--- src/rtl/core/rfc_pkg.sv ---
`timescale 1ns / 1ps
`default_nettype none
// ----------------------------------------------------------------------------
// rfc_pkg
// Types, codes and constants shared by the RFC 3339 timestamp parser.
// ----------------------------------------------------------------------------
package rfc_pkg;

  localparam int unsigned FracDigitsDef = 15;
  localparam int unsigned FracDigitsMax = 15;
  localparam int unsigned SecW          = 39;
  localparam int unsigned FracW         = 50;
  localparam int unsigned FcntW         = 5;
  localparam int unsigned FldW          = 7;
  localparam int unsigned PosW          = 5;
  localparam int unsigned AccW          = 52;
  localparam int unsigned CoefW         = 19;

  localparam logic [PosW-1:0] PrefixLast = PosW'(19 - 1);

  localparam logic [7:0] ChT     = 8'h54;
  localparam logic [7:0] ChTLow  = 8'h74;
  localparam logic [7:0] ChZ     = 8'h5A;
  localparam logic [7:0] ChZLow  = 8'h7A;
  localparam logic [7:0] ChDash  = 8'h2D;
  localparam logic [7:0] ChPlus  = 8'h2B;
  localparam logic [7:0] ChColon = 8'h3A;
  localparam logic [7:0] ChDot   = 8'h2E;
  localparam logic [7:0] ChZero  = 8'h30;
  localparam logic [7:0] ChNine  = 8'h39;

  localparam logic signed [CoefW-1:0] CoefEraRecip = 19'sd5243;  // 2^21 / 400
  localparam logic signed [CoefW-1:0] CoefCentRecip = 19'sd41;   // 2^12 / 100
  localparam logic signed [CoefW-1:0] CoefNegEra   = -19'sd400;
  localparam logic signed [CoefW-1:0] CoefCent     = 19'sd100;
  localparam logic signed [CoefW-1:0] CoefYear     = 19'sd365;
  localparam logic signed [CoefW-1:0] CoefEraDays  = 19'sd146097;
  localparam logic signed [CoefW-1:0] CoefHours    = 19'sd24;
  localparam logic signed [CoefW-1:0] CoefSixty    = 19'sd60;
  localparam logic signed [CoefW-1:0] CoefTen      = 19'sd10;
  localparam logic signed [AccW-1:0]  DaysToEpoch  = 52'sd719468;

  typedef enum logic [3:0] {
    ST_OK        = 4'd0,
    ST_FORMAT    = 4'd1,
    ST_SEPARATOR = 4'd2,
    ST_MONTH     = 4'd3,
    ST_DAY       = 4'd4,
    ST_HOUR      = 4'd5,
    ST_MINUTE    = 4'd6,
    ST_SECOND    = 4'd7,
    ST_NOFRAC    = 4'd8,
    ST_OFFFMT    = 4'd9,
    ST_OFFHOUR   = 4'd10,
    ST_OFFMIN    = 4'd11,
    ST_ZONE      = 4'd12,
    ST_EXTRA     = 4'd13,
    ST_SHORT     = 4'd14
  } status_e;

  typedef enum logic [3:0] {
    PH_PREFIX, PH_ZONE, PH_FRAC0, PH_FRAC, PH_OH1, PH_OH2,
    PH_OCOL, PH_OM1, PH_OM2, PH_DONE
  } phase_e;

  typedef enum logic [1:0] {CTL_IDLE, CTL_CONV, CTL_OUT} ctl_e;

  typedef enum logic [3:0] {
    CV_IDLE, CV_YEAR, CV_ERA, CV_YOE, CV_DOE1, CV_DOE2, CV_DAY, CV_HOUR,
    CV_MIN, CV_SEC, CV_OFFM, CV_OFFS, CV_FRAC, CV_FIN
  } cv_e;

  typedef struct packed {
    logic [FldW-1:0]  yhi;
    logic [FldW-1:0]  ylo;
    logic [FldW-1:0]  month;
    logic [FldW-1:0]  day;
    logic [FldW-1:0]  hour;
    logic [FldW-1:0]  minute;
    logic [FldW-1:0]  second;
    logic [FracW-1:0] frac;
    logic [FcntW-1:0] fcnt;
    logic             off_neg;
    logic [FldW-1:0]  off_hour;
    logic [FldW-1:0]  off_min;
  } conv_req_t;

  typedef struct packed {
    logic                   done;
    logic signed [SecW-1:0] secs;
    logic [FracW-1:0]       fs;
  } conv_rsp_t;

  function automatic logic [FldW-1:0] max_day(input logic [FldW-1:0] m);
    logic [FldW-1:0] r;
    unique case (m)
      7'd2:                      r = 7'd29;
      7'd4, 7'd6, 7'd9, 7'd11:   r = 7'd30;
      7'd1, 7'd3, 7'd5, 7'd7,
      7'd8, 7'd10, 7'd12:        r = 7'd31;
      default:                   r = 7'd0;
    endcase
    return r;
  endfunction

  // (153 * shifted_month + 2) / 5, March-based
  function automatic logic [8:0] doy_base(input logic [FldW-1:0] m);
    logic [8:0] r;
    unique case (m)
      7'd3:    r = 9'd0;
      7'd4:    r = 9'd31;
      7'd5:    r = 9'd61;
      7'd6:    r = 9'd92;
      7'd7:    r = 9'd122;
      7'd8:    r = 9'd153;
      7'd9:    r = 9'd184;
      7'd10:   r = 9'd214;
      7'd11:   r = 9'd245;
      7'd12:   r = 9'd275;
      7'd1:    r = 9'd306;
      7'd2:    r = 9'd337;
      default: r = 9'd0;
    endcase
    return r;
  endfunction

endpackage
`default_nettype wire

--- src/rtl/core/rfc_in_if.sv ---
`timescale 1ns / 1ps
`default_nettype none
// ----------------------------------------------------------------------------
// rfc_in_if
// Byte stream channel: one timestamp character per transaction.
// ----------------------------------------------------------------------------
interface rfc_in_if;
  logic       valid;
  logic       ready;
  logic [7:0] text_byte;
  logic       is_last;

  modport source (output valid, output text_byte, output is_last, input ready);
  modport sink   (input valid, input text_byte, input is_last, output ready);
endinterface
`default_nettype wire

--- src/rtl/core/rfc_out_if.sv ---
`timescale 1ns / 1ps
`default_nettype none
// ----------------------------------------------------------------------------
// rfc_out_if
// Result channel: status, epoch seconds and femtoseconds per transaction.
// ----------------------------------------------------------------------------
interface rfc_out_if;
  logic               valid;
  logic               ready;
  logic [3:0]         status;
  logic signed [38:0] epoch_seconds;
  logic [49:0]        femtoseconds;

  modport source (output valid, output status, output epoch_seconds,
                  output femtoseconds, input ready);
  modport sink   (input valid, input status, input epoch_seconds,
                  input femtoseconds, output ready);
endinterface
`default_nettype wire

--- src/rtl/core/rfc_conv.sv ---
`timescale 1ns / 1ps
`default_nettype none
// ----------------------------------------------------------------------------
// rfc_conv
// Civil date/time to epoch seconds and fraction scaling on one shared
// multiply-add unit, stepped by a small sequencer.
// ----------------------------------------------------------------------------
module rfc_conv import rfc_pkg::*; (
  input  wire logic      clk_i,
  input  wire logic      rst_ni,
  input  wire logic      start_i,
  input  wire conv_req_t req_i,
  output conv_rsp_t      rsp_o
);

  cv_e step_q, step_d;
  conv_req_t req_q;
  logic signed [AccW-1:0] acc_q, era_q, yoe_q, t_q, off_q;
  logic [FracW-1:0] frac_q;
  logic [FcntW-1:0] fcnt_q;

  logic signed [AccW-1:0]        op_a, op_c, res;
  logic signed [CoefW-1:0]       op_b;
  logic signed [AccW+CoefW-1:0]  prod;
  logic [8:0] doy;

  assign doy  = 9'(doy_base(req_q.month) + 9'(req_q.day) - 9'd1);
  assign prod = op_a * op_b;
  assign res  = prod[AccW-1:0] + op_c;

  always_comb begin
    step_d = step_q;
    unique case (step_q)
      CV_IDLE: if (start_i) step_d = CV_YEAR;
      CV_YEAR: step_d = CV_ERA;
      CV_ERA:  step_d = CV_YOE;
      CV_YOE:  step_d = CV_DOE1;
      CV_DOE1: step_d = CV_DOE2;
      CV_DOE2: step_d = CV_DAY;
      CV_DAY:  step_d = CV_HOUR;
      CV_HOUR: step_d = CV_MIN;
      CV_MIN:  step_d = CV_SEC;
      CV_SEC:  step_d = CV_OFFM;
      CV_OFFM: step_d = CV_OFFS;
      CV_OFFS: step_d = CV_FRAC;
      CV_FRAC: if (fcnt_q >= FcntW'(FracDigitsMax)) step_d = CV_FIN;
      CV_FIN:  step_d = CV_IDLE;
      default: step_d = CV_IDLE;
    endcase
  end

  always_comb begin
    op_a = '0;
    op_b = '0;
    op_c = '0;
    unique case (step_q)
      CV_YEAR: begin
        op_a = AccW'(req_q.yhi);
        op_b = CoefCent;
        op_c = AccW'(req_q.ylo) - ((req_q.month <= 7'd2) ? 52'sd1 : 52'sd0);
      end
      CV_ERA: begin
        op_a = t_q;
        op_b = CoefEraRecip;
      end
      CV_YOE: begin
        op_a = era_q;
        op_b = CoefNegEra;
        op_c = t_q;
      end
      CV_DOE1: begin
        op_a = yoe_q;
        op_b = CoefYear;
        op_c = AccW'(doy) + (yoe_q >>> 2);
      end
      CV_DOE2: begin
        op_a = yoe_q;
        op_b = CoefCentRecip;
      end
      CV_DAY: begin
        op_a = era_q;
        op_b = CoefEraDays;
        op_c = t_q - DaysToEpoch;
      end
      CV_HOUR: begin
        op_a = acc_q;
        op_b = CoefHours;
        op_c = AccW'(req_q.hour);
      end
      CV_MIN: begin
        op_a = acc_q;
        op_b = CoefSixty;
        op_c = AccW'(req_q.minute);
      end
      CV_SEC: begin
        op_a = acc_q;
        op_b = CoefSixty;
        op_c = AccW'(req_q.second);
      end
      CV_OFFM: begin
        op_a = AccW'(req_q.off_hour);
        op_b = CoefSixty;
        op_c = AccW'(req_q.off_min);
      end
      CV_OFFS: begin
        op_a = off_q;
        op_b = CoefSixty;
      end
      CV_FRAC: begin
        op_a = AccW'(frac_q);
        op_b = CoefTen;
      end
      default: ;
    endcase
  end

  always_comb begin
    rsp_o.done = (step_q == CV_FIN);
    rsp_o.secs = req_q.off_neg ? SecW'(acc_q + off_q) : SecW'(acc_q - off_q);
    rsp_o.fs   = frac_q;
  end

  always_ff @(posedge clk_i or negedge rst_ni) begin
    if (!rst_ni) begin
      step_q <= CV_IDLE;
    end else begin
      step_q <= step_d;
    end
  end

  always_ff @(posedge clk_i) begin
    unique case (step_q)
      CV_IDLE: if (start_i) begin
        req_q  <= req_i;
        frac_q <= req_i.frac;
        fcnt_q <= req_i.fcnt;
      end
      CV_YEAR: t_q   <= res;
      CV_ERA:  era_q <= t_q[AccW-1] ? -52'sd1 : (res >>> 21);
      CV_YOE:  yoe_q <= res;
      CV_DOE1: t_q   <= res;
      CV_DOE2: t_q   <= t_q - (res >>> 12);
      CV_DAY, CV_HOUR, CV_MIN, CV_SEC: acc_q <= res;
      CV_OFFM, CV_OFFS: off_q <= res;
      CV_FRAC: if (fcnt_q < FcntW'(FracDigitsMax)) begin
        frac_q <= FracW'(res);
        fcnt_q <= fcnt_q + 1'b1;
      end
      default: ;
    endcase
  end

endmodule
`default_nettype wire

--- src/rtl/core/rfc3339_timestamp_parser_unit.sv ---
`timescale 1ns / 1ps
`default_nettype none
// Results: an error result is shown the cycle after the last byte; a valid
//   timestamp is converted on the shared multiply-add unit, which scales the
//   fraction up from the k kept digits to 15 before the result is shown.
// Throughput: one byte per cycle; input stalls from the last byte until the
//   result transaction completes.
// Reset: parse state cleared, acc_off_q set to 1, no result pending.
// ----------------------------------------------------------------------------
// rfc3339_timestamp_parser_unit
// Byte-serial RFC 3339 timestamp checker and epoch converter.
// ----------------------------------------------------------------------------
module rfc3339_timestamp_parser_unit import rfc_pkg::*; #(
  parameter int unsigned FRACTION_DIGITS = FracDigitsDef
) (
  input  wire logic clk_i,
  input  wire logic rst_ni,
  rfc_in_if.sink    in_i,
  rfc_out_if.source out_o,
  input  wire logic cfg_we_i,
  input  wire logic cfg_wdata_i
);

  localparam int unsigned FracCap =
      (FRACTION_DIGITS < FracDigitsMax) ? FRACTION_DIGITS : FracDigitsMax;

  ctl_e ctl_q, ctl_d;
  logic acc_off_q;

  phase_e phase_q, phase_d;
  logic [PosW-1:0] pos_q, pos_d;
  logic [FldW-1:0] yhi_q, yhi_d, ylo_q, ylo_d, mon_q, mon_d, day_q, day_d;
  logic [FldW-1:0] hr_q, hr_d, min_q, min_d, sec_q, sec_d;
  logic [FldW-1:0] oh_q, oh_d, om_q, om_d;
  logic sep_q, sep_d, neg_q, neg_d;
  logic [FracW-1:0] frac_q, frac_d;
  logic [FcntW-1:0] fcnt_q, fcnt_d;
  status_e err_q, err_d, fin_status;

  status_e out_status_q;
  logic signed [SecW-1:0] out_secs_q;
  logic [FracW-1:0] out_fs_q;

  logic in_fire, out_fire, start;
  logic [7:0] c;
  logic [3:0] dg;
  logic is_dig, leap;
  conv_req_t req;
  conv_rsp_t rsp;

  assign c       = in_i.text_byte;
  assign dg      = 4'(c - ChZero);
  assign is_dig  = (c >= ChZero) && (c <= ChNine);
  assign leap    = (ylo_q[1:0] == 2'd0) && ((ylo_q != '0) || (yhi_q[1:0] == 2'd0));
  assign in_fire  = in_i.valid && in_i.ready;
  assign out_fire = out_o.valid && out_o.ready;

  function automatic logic [FldW-1:0] acc10(input logic [FldW-1:0] v,
                                            input logic [3:0] d);
    return FldW'({v, 3'b000} + {v, 1'b0} + FldW'(d));
  endfunction

  // byte parser
  always_comb begin
    phase_d = phase_q; pos_d = pos_q;
    yhi_d = yhi_q; ylo_d = ylo_q; mon_d = mon_q; day_d = day_q;
    hr_d = hr_q; min_d = min_q; sec_d = sec_q; sep_d = sep_q;
    oh_d = oh_q; om_d = om_q; neg_d = neg_q;
    frac_d = frac_q; fcnt_d = fcnt_q; err_d = err_q;
    if (err_q == ST_OK) begin
      unique case (phase_q)
        PH_PREFIX: begin
          priority if (pos_q == 5'd4 || pos_q == 5'd7) begin
            if (c != ChDash) err_d = ST_FORMAT;
          end else if (pos_q == 5'd13 || pos_q == 5'd16) begin
            if (c != ChColon) err_d = ST_FORMAT;
          end else if (pos_q == 5'd10) begin
            sep_d = (c == ChT) || (c == ChTLow);
          end else if (!is_dig) begin
            err_d = ST_FORMAT;
          end else if (pos_q < 5'd2) begin
            yhi_d = acc10(yhi_q, dg);
          end else if (pos_q < 5'd4) begin
            ylo_d = acc10(ylo_q, dg);
          end else if (pos_q < 5'd7) begin
            mon_d = acc10(mon_q, dg);
          end else if (pos_q < 5'd10) begin
            day_d = acc10(day_q, dg);
          end else if (pos_q < 5'd13) begin
            hr_d = acc10(hr_q, dg);
          end else if (pos_q < 5'd16) begin
            min_d = acc10(min_q, dg);
          end else begin
            sec_d = acc10(sec_q, dg);
          end
          pos_d = pos_q + 1'b1;
          if (err_d == ST_OK && pos_q == PrefixLast) begin
            phase_d = PH_ZONE;
            priority if (!sep_q) err_d = ST_SEPARATOR;
            else if (mon_q < 7'd1 || mon_q > 7'd12) err_d = ST_MONTH;
            else if (day_q < 7'd1 || day_q > max_day(mon_q)) err_d = ST_DAY;
            else if (mon_q == 7'd2 && day_q > 7'd28 && !leap) err_d = ST_DAY;
            else if (hr_q > 7'd23) err_d = ST_HOUR;
            else if (min_q > 7'd59) err_d = ST_MINUTE;
            else if (sec_d > 7'd60) err_d = ST_SECOND;
            else err_d = ST_OK;
          end
        end
        PH_ZONE, PH_FRAC: begin
          priority if (phase_q == PH_ZONE && c == ChDot) begin
            phase_d = PH_FRAC0;
          end else if (phase_q == PH_FRAC && is_dig) begin
            if (fcnt_q < FcntW'(FracCap)) begin
              frac_d = FracW'({frac_q, 3'b000} + {frac_q, 1'b0} + FracW'(dg));
              fcnt_d = fcnt_q + 1'b1;
            end
          end else if (!acc_off_q) begin
            if (c == ChZ) phase_d = PH_DONE;
            else err_d = ST_ZONE;
          end else if (c == ChPlus || c == ChDash) begin
            neg_d = (c == ChDash);
            phase_d = PH_OH1;
          end else if (c == ChZ || c == ChZLow) begin
            phase_d = PH_DONE;
          end else begin
            err_d = ST_ZONE;
          end
        end
        PH_FRAC0: begin
          if (is_dig) begin
            if (fcnt_q < FcntW'(FracCap)) begin
              frac_d = FracW'({frac_q, 3'b000} + {frac_q, 1'b0} + FracW'(dg));
              fcnt_d = fcnt_q + 1'b1;
            end
            phase_d = PH_FRAC;
          end else begin
            err_d = ST_NOFRAC;
          end
        end
        PH_OH1, PH_OH2: begin
          if (!is_dig) begin
            err_d = ST_OFFFMT;
          end else begin
            oh_d = acc10(oh_q, dg);
            phase_d = (phase_q == PH_OH1) ? PH_OH2 : PH_OCOL;
          end
        end
        PH_OCOL: begin
          if (c == ChColon) phase_d = PH_OM1;
          else err_d = ST_OFFFMT;
        end
        PH_OM1, PH_OM2: begin
          if (!is_dig) begin
            err_d = ST_OFFFMT;
          end else begin
            om_d = acc10(om_q, dg);
            priority if (phase_q == PH_OM1) phase_d = PH_OM2;
            else if (oh_q > 7'd23) err_d = ST_OFFHOUR;
            else if (om_d > 7'd59) err_d = ST_OFFMIN;
            else phase_d = PH_DONE;
          end
        end
        PH_DONE: err_d = ST_EXTRA;
        default: err_d = ST_EXTRA;
      endcase
    end
  end

  always_comb begin
    if (err_d != ST_OK) begin
      fin_status = err_d;
    end else begin
      unique case (phase_d)
        PH_PREFIX: fin_status = ST_FORMAT;
        PH_ZONE:   fin_status = ST_SHORT;
        PH_FRAC0:  fin_status = ST_NOFRAC;
        PH_FRAC:   fin_status = ST_ZONE;
        PH_DONE:   fin_status = ST_OK;
        default:   fin_status = ST_OFFFMT;
      endcase
    end
  end

  always_comb begin
    req.yhi = yhi_d;  req.ylo = ylo_d;  req.month = mon_d;  req.day = day_d;
    req.hour = hr_d;  req.minute = min_d;  req.second = sec_d;
    req.frac = frac_d;  req.fcnt = fcnt_d;
    req.off_neg = neg_d;  req.off_hour = oh_d;  req.off_min = om_d;
  end

  rfc_conv u_conv (
    .clk_i  (clk_i),
    .rst_ni (rst_ni),
    .start_i(start),
    .req_i  (req),
    .rsp_o  (rsp)
  );

  // control: next state
  always_comb begin
    ctl_d = ctl_q;
    unique case (ctl_q)
      CTL_IDLE: if (in_fire && in_i.is_last) begin
        ctl_d = (fin_status == ST_OK) ? CTL_CONV : CTL_OUT;
      end
      CTL_CONV: if (rsp.done) ctl_d = CTL_OUT;
      CTL_OUT:  if (out_fire) ctl_d = CTL_IDLE;
      default:  ctl_d = CTL_IDLE;
    endcase
  end

  // control: outputs
  always_comb begin
    in_i.ready          = (ctl_q == CTL_IDLE);
    out_o.valid         = (ctl_q == CTL_OUT);
    start               = in_fire && in_i.is_last && (fin_status == ST_OK);
    out_o.status        = out_status_q;
    out_o.epoch_seconds = out_secs_q;
    out_o.femtoseconds  = out_fs_q;
  end

  always_ff @(posedge clk_i or negedge rst_ni) begin
    if (!rst_ni) begin
      ctl_q <= CTL_IDLE;
      acc_off_q <= 1'b1;
      phase_q <= PH_PREFIX; pos_q <= '0;
      yhi_q <= '0; ylo_q <= '0; mon_q <= '0; day_q <= '0;
      hr_q <= '0; min_q <= '0; sec_q <= '0; sep_q <= 1'b0;
      oh_q <= '0; om_q <= '0; neg_q <= 1'b0;
      frac_q <= '0; fcnt_q <= '0; err_q <= ST_OK;
    end else begin
      ctl_q <= ctl_d;
      if (cfg_we_i) acc_off_q <= cfg_wdata_i;
      if (in_fire) begin
        if (in_i.is_last) begin
          phase_q <= PH_PREFIX; pos_q <= '0;
          yhi_q <= '0; ylo_q <= '0; mon_q <= '0; day_q <= '0;
          hr_q <= '0; min_q <= '0; sec_q <= '0; sep_q <= 1'b0;
          oh_q <= '0; om_q <= '0; neg_q <= 1'b0;
          frac_q <= '0; fcnt_q <= '0; err_q <= ST_OK;
        end else begin
          phase_q <= phase_d; pos_q <= pos_d;
          yhi_q <= yhi_d; ylo_q <= ylo_d; mon_q <= mon_d; day_q <= day_d;
          hr_q <= hr_d; min_q <= min_d; sec_q <= sec_d; sep_q <= sep_d;
          oh_q <= oh_d; om_q <= om_d; neg_q <= neg_d;
          frac_q <= frac_d; fcnt_q <= fcnt_d; err_q <= err_d;
        end
      end
    end
  end

  always_ff @(posedge clk_i) begin
    if (in_fire && in_i.is_last) begin
      out_status_q <= fin_status;
      out_secs_q   <= '0;
      out_fs_q     <= '0;
    end else if (ctl_q == CTL_CONV && rsp.done) begin
      out_secs_q   <= rsp.secs;
      out_fs_q     <= rsp.fs;
    end
  end

endmodule
`default_nettype wire

--- src/flat_wrapper.sv ---
// flat-port wrapper written by rule: the top's interface ports become plain ports
module rfc3339_timestamp_parser_unit_flat import rfc_pkg::*;
#(
  parameter int unsigned FRACTION_DIGITS = FracDigitsDef
)
  (clk_i, rst_ni, cfg_we_i, cfg_wdata_i, in_i_valid, in_i_text_byte, in_i_is_last, in_i_ready, out_o_valid, out_o_status, out_o_epoch_seconds, out_o_femtoseconds, out_o_ready);
  rfc_in_if in_i_i ();
  rfc_out_if out_o_i ();
  input  wire logic clk_i;
  input  wire logic rst_ni;
  input  wire logic cfg_we_i;
  input  wire logic cfg_wdata_i;
  input wire logic [$bits(in_i_i.valid)-1:0] in_i_valid;
  input wire logic [$bits(in_i_i.text_byte)-1:0] in_i_text_byte;
  input wire logic [$bits(in_i_i.is_last)-1:0] in_i_is_last;
  output wire logic [$bits(in_i_i.ready)-1:0] in_i_ready;
  output wire logic [$bits(out_o_i.valid)-1:0] out_o_valid;
  output wire logic [$bits(out_o_i.status)-1:0] out_o_status;
  output wire logic [$bits(out_o_i.epoch_seconds)-1:0] out_o_epoch_seconds;
  output wire logic [$bits(out_o_i.femtoseconds)-1:0] out_o_femtoseconds;
  input wire logic [$bits(out_o_i.ready)-1:0] out_o_ready;
  assign in_i_i.valid = in_i_valid;
  assign in_i_i.text_byte = in_i_text_byte;
  assign in_i_i.is_last = in_i_is_last;
  assign in_i_ready = in_i_i.ready;
  assign out_o_valid = out_o_i.valid;
  assign out_o_status = out_o_i.status;
  assign out_o_epoch_seconds = out_o_i.epoch_seconds;
  assign out_o_femtoseconds = out_o_i.femtoseconds;
  assign out_o_i.ready = out_o_ready;
  rfc3339_timestamp_parser_unit #(.FRACTION_DIGITS(FRACTION_DIGITS)) u_core (.clk_i(clk_i), .rst_ni(rst_ni), .in_i(in_i_i), .out_o(out_o_i), .cfg_we_i(cfg_we_i), .cfg_wdata_i(cfg_wdata_i));
endmodule
--- config.mk ---
export PLATFORM = sky130hd
export DESIGN_NAME = rfc3339_timestamp_parser_unit_flat
export DESIGN_NICKNAME = d
export VERILOG_FILES = /design/src/rtl/core/rfc_pkg.sv /design/src/rtl/core/rfc_in_if.sv /design/src/rtl/core/rfc_out_if.sv /design/src/rtl/core/rfc_conv.sv /design/src/rtl/core/rfc3339_timestamp_parser_unit.sv /design/src/flat_wrapper.sv
export SDC_FILE = /design/constraint.sdc
export NUM_CORES = 2
export LEC_CHECK = 0
export BUFFER_PORTS_ARGS = -buffer_cell sky130_fd_sc_hd__buf_4
export CORE_ASPECT_RATIO = 0.9
export CORE_MARGIN = 2
export CORE_UTILIZATION = 55
export DETAILED_ROUTE_END_ITERATION = 7
export PLACE_DENSITY = 0.81
export SKIP_LAST_GASP = 1
export SLEW_MARGIN = 30
export SYNTH_ARGS = -nofsm -noshare
export SYNTH_HDL_FRONTEND = slang
export SYNTH_SLANG_ARGS = --single-unit
--- constraint.sdc ---
create_clock -name clk_i -period 33.4 [get_ports clk_i]
set_input_delay 6.68 -clock clk_i [delete_from_list [all_inputs] [get_ports clk_i]]
set_output_delay 6.68 -clock clk_i [all_outputs]
set_load 0.03 [all_outputs]
==> flow_results.org <==
** Worst hold path
- Worst min-delay path category :: flop to flop
- The worst hold path was traced through 2 stages.
- Hold path start :: u_core.out_o.epoch_seconds[24]
- Terminating pin of the worst hold path :: u_core.out_o.epoch_seconds[24]

** STA
- Max-slew headroom at the worst pin :: 19.9%
- Post-route minimum period :: 16.42 ns
- Setup violation total in the final timing report :: 0
- Setup TNS :: 0 ns
- Portion of the clock cycle consumed by the worst path in the final layout :: 49.2%
- Worst-case setup margin in the final layout :: 16.98 ns
- Setup clock skew after layout :: 0.0667 ns
- Unrepaired setup endpoints after global routing :: no
- Slew at the pin closest to its max-slew limit :: 1.19 ns
- For this run, the top clock speed supported by timing is 0.0609 GHz.
- Number of failing hold endpoints at the final stage :: 0
- Number of max-slew violations in the final report :: 0

** Critical path
- Slowest stage cell on the critical path :: sky130_fd_sc_hd__xor2_1
- Crit path DAT :: 16.85 ns
- Delay contributed by the slowest stage of the critical path :: 0.60 ns
- The worst setup path is captured at a flop.
- Grouping stages by cell kind, the critical path spends the most delay in adder cells.
- For flop-to-flop paths, the worst setup slack is 16.98 ns.
- Along the worst path, the maximum fanout reaches 10.
- Counting both buffers and inverters, the worst setup path holds a total of 6.
- Worst reg-to-reg path cell count :: 62
- Worst reg2reg endpoint :: u_core.u_conv.t_q[48]
- Setup crit start kind :: flop
- The startpoint identified for the worst register-to-register timing path is u_core.u_conv.req_q[102].
- The worst setup path is of the flop to flop kind.
- CP required :: 33.83 ns

** Logic synthesis
- For this run, the number of Yosys warnings is 0.
- Synthesis-stage register bit count :: 600
- Synth area leaders :: sky130_fd_sc_hd__fa_1 24%, sky130_fd_sc_hd__edfxtp_1 17%, sky130_fd_sc_hd__ha_1 8.2%, sky130_fd_sc_hd__inv_1 6.0%, sky130_fd_sc_hd__nand2_1 5.6%
- Synth top cells by count :: 1,027 x sky130_fd_sc_hd__inv_1, 959 x sky130_fd_sc_hd__nand2_1, 756 x sky130_fd_sc_hd__fa_1, 416 x sky130_fd_sc_hd__ha_1
- Share of the synthesized area in the top cell type :: 23.7%
- In this run the mean area of a mapped cell was 9.21 um^2.
- The number of nets handed over by synthesis was 8,124.
- The synthesized netlist occupies a cell area of 0.0639 mm^2.
- Counting flops with a built-in enable in the synthesized netlist gives 362.
- Among all cell types in the netlist, the one instantiated most often is sky130_fd_sc_hd__inv_1.
- The largest total area in the synthesized netlist belongs to sky130_fd_sc_hd__fa_1.
- In the synthesized netlist the dominant register cell turns out to be sky130_fd_sc_hd__edfxtp_1.
- Fraction of the yosys area taken by sequential cells :: 25.6%
- After synthesis, the share of flip-flops with an asynchronous set or reset is 23.3%.
- Synthesized netlist cell count :: 6,937
- Unique masters post-synth :: 110

** CTS
- Clock latency of the later-clocked register in the worst-skew pair :: 0.71 ns
- Clock tree from TritonCTS :: yes
- The tree is rooted in a sky130_fd_sc_hd__clkbuf_16.
- Hold repair after CTS inserted 0 buffers.
- Once the clock tree was built, the setup fixing pass inserted 0 buffers.
- For this design, the sink count on the clock tree is 600.
- The longest clock path from root to sink contains 3 buffers.
- The H-tree was split into 3 levels.
- Post-CTS repair changed the size of 0 cells.
- Clock-pin slew was measured on the worst setup and hold paths at 0.06 ns.
- In this run, CTS created clock tree buffers numbering 69.

** Placed design
- Final RePlAce weighted congestion :: 1.05
- Prior to clock tree synthesis, the placed netlist has a worst setup slack of 17.41 ns.
- After legalization and detailed placement, the total HPWL measured 167,000 um.
- Dpl cells :: 8,322
- In this run the tool buffered the top-level ports with 109 buffer cells.

** Route
- After detailed routing, the average wire length per cell comes to 25.5 um.
- After detailed routing, the number of remaining DRC violations is 7.
- Remaining antenna violation count after routing :: 0
- Using the TritonRoute via totals, the vias-per-cell ratio works out to 6.40.
- Number of iterations in the first detailed-routing pass :: 8
- For this block, the routed nets add up to 215,000 um of wire.
- Number of vias in the routed layout :: 54,200
- Drt initial violations :: 8,010

** Layout
- Number of fill cells in the layout :: 9,657
- Count of nets after finishing :: 8,088
- Cells with a size suffix above 1 make up 6.77% of the layout.
- The area growth from synthesis to layout is 7.53%.
- For this run, the number of standard cells in the final layout without fillers is 8,459.
- Share of the core filled with cells :: 59.6%

** Global route
- Met1 Usage GRT :: 49.8%
- The via count of the first global-routing pass was 53,700.
- Met3 Resource Use GR :: 13.7%
- Most Crowded Layer GR :: met2
- Met2 usage in global routing :: 51.7%
- First-pass GRT wire length :: 326,000 um
- The number of antenna violations at the first check in global routing was 5.
- Total routing resource utilization after global routing :: 36.4%
- Grt total ovfl :: 0
- Maximum number of pins on one net before global-route repair :: 95

** Outcome
- The final reports fail on design-rule violations.
- The flow ran to the end, but the final reports show violations.

** Floorplanning
- The die is 327 um tall.
- The die is 363 um wide.
- The die covers 0.119 mm^2.
- 110 I/O pins were placed.
- Starting utilization of the core area :: 55.5%
- Site row count :: 118
- Std-Cell Core Area :: 0.115 mm^2

** Flow run
- Max Cap Viol :: 0
## metal layers
layer  vias up  routed length, um
li1      23200                  -
met1     26500              81700
met2      3784              88500
met3       625              33900
met4         8              11100
met5         -                 56
## kinds of logic after synthesis
family                   after synthesis  share of synthesized area, %
buffers and inverters               1337                          7.93
XOR/XNOR                             350                          4.91
adder cells (fa/ha/maj)             1187                          32.1
AO/OA/AOI/OAI                       1423                          14.6
AND/OR/NAND/NOR                     1973                          13.8
multiplexers                          67                          1.16
flip-flops                           600                          25.6
## worst min-delay path: cells and delay by family, from the launching register on
| kind | cells | cell delay (ns) |
|---|---|---|
| flip-flops | 1 | 0.30 |
| AO/OA/AOI/OAI | 1 | 0.05 |
| AND/OR/NAND/NOR | 1 | 0.05 |
## cell usage in the layout (no fill, tap or decap), types with 55 or more instances in the layout
master	n
sky130_fd_sc_hd__a21o_1	93
sky130_fd_sc_hd__a21oi_1	408
sky130_fd_sc_hd__a222oi_1	57
sky130_fd_sc_hd__a22o_1	80
sky130_fd_sc_hd__a22oi_1	85
sky130_fd_sc_hd__a31oi_1	63
sky130_fd_sc_hd__and3_1	55
sky130_fd_sc_hd__buf_4	187
sky130_fd_sc_hd__clkbuf_16	70
sky130_fd_sc_hd__dfrtp_1	139
sky130_fd_sc_hd__dfxtp_1	98
sky130_fd_sc_hd__edfxtp_1	362
sky130_fd_sc_hd__fa_1	756
sky130_fd_sc_hd__ha_1	416
sky130_fd_sc_hd__inv_1	1026
sky130_fd_sc_hd__nand2_1	953
sky130_fd_sc_hd__nand2b_1	58
sky130_fd_sc_hd__nand3_1	133
sky130_fd_sc_hd__nand4_1	58
sky130_fd_sc_hd__nor2_1	398
sky130_fd_sc_hd__nor3_1	83
sky130_fd_sc_hd__o21ai_0	304
sky130_fd_sc_hd__xnor2_1	216
sky130_fd_sc_hd__xor2_1	128
## flip-flops by register name (all words and copies together), names as in the netlist, 5 cells and up, named ones only
name	cells
u_core.u_conv.off_q	52
u_core.min_q	7
u_core.out_o.epoch_seconds	39
u_core.yhi_q	7
u_core.frac_q	50
u_core.day_q	7
u_core.u_conv.era_q	31
u_core.u_conv.fcnt_q	5
u_core.oh_q	7
u_core.fcnt_q	5
u_core.u_conv.acc_q	52
u_core.hr_q	7
u_core.pos_q	5
u_core.out_o.femtoseconds	50
u_core.sec_q	7
u_core.u_conv.req_q	64
u_core.mon_q	7
u_core.u_conv.frac_q	50
u_core.u_conv.yoe_q	52
u_core.om_q	7
u_core.ylo_q	7
u_core.u_conv.t_q	52
## stage by stage
stage | hold slack [ns] | instance area [um^2]
2_1_floorplan | 0.467 | 63900
3_3_place_gp | 0.439 | 66200
3_5_place_dp | 0.445 | 66200
4_1_cts | 0.453 | 68600
5_1_grt | 0.474 | 68700
6_report | 0.451 | 68700
## cell type report
class,count,area [um^2],share of cell area [%]
diodes,1,2.50,0.00364
repair buffers,197,1510,2.19
flip-flops and latches,600,16300,23.8
clock inverters,43,532,0.774
clock buffers,85,1840,2.68
inverters,1033,3880,5.65
well taps,1500,1880,2.73
multi-input cells,5000,42700,62.2
## how the worst max path moves through the flow
stage | start | endpoint | cells after the start
global placement | u_core.u_conv.req_q[102] | u_core.u_conv.t_q[48] | 62
global route | u_core.u_conv.req_q[102] | u_core.u_conv.t_q[48] | 62
finish | u_core.u_conv.req_q[102] | u_core.u_conv.t_q[48] | 62
CTS | u_core.u_conv.req_q[102] | u_core.u_conv.t_q[48] | 62
detailed placement | u_core.u_conv.req_q[102] | u_core.u_conv.t_q[48] | 62
floorplan | u_core.u_conv.req_q[102] | u_core.u_conv.t_q[48] | 64
Power is left out: the tool's default activity adds up to more than one toggle a clock period on the data nets, which glitch-free logic cannot reach.
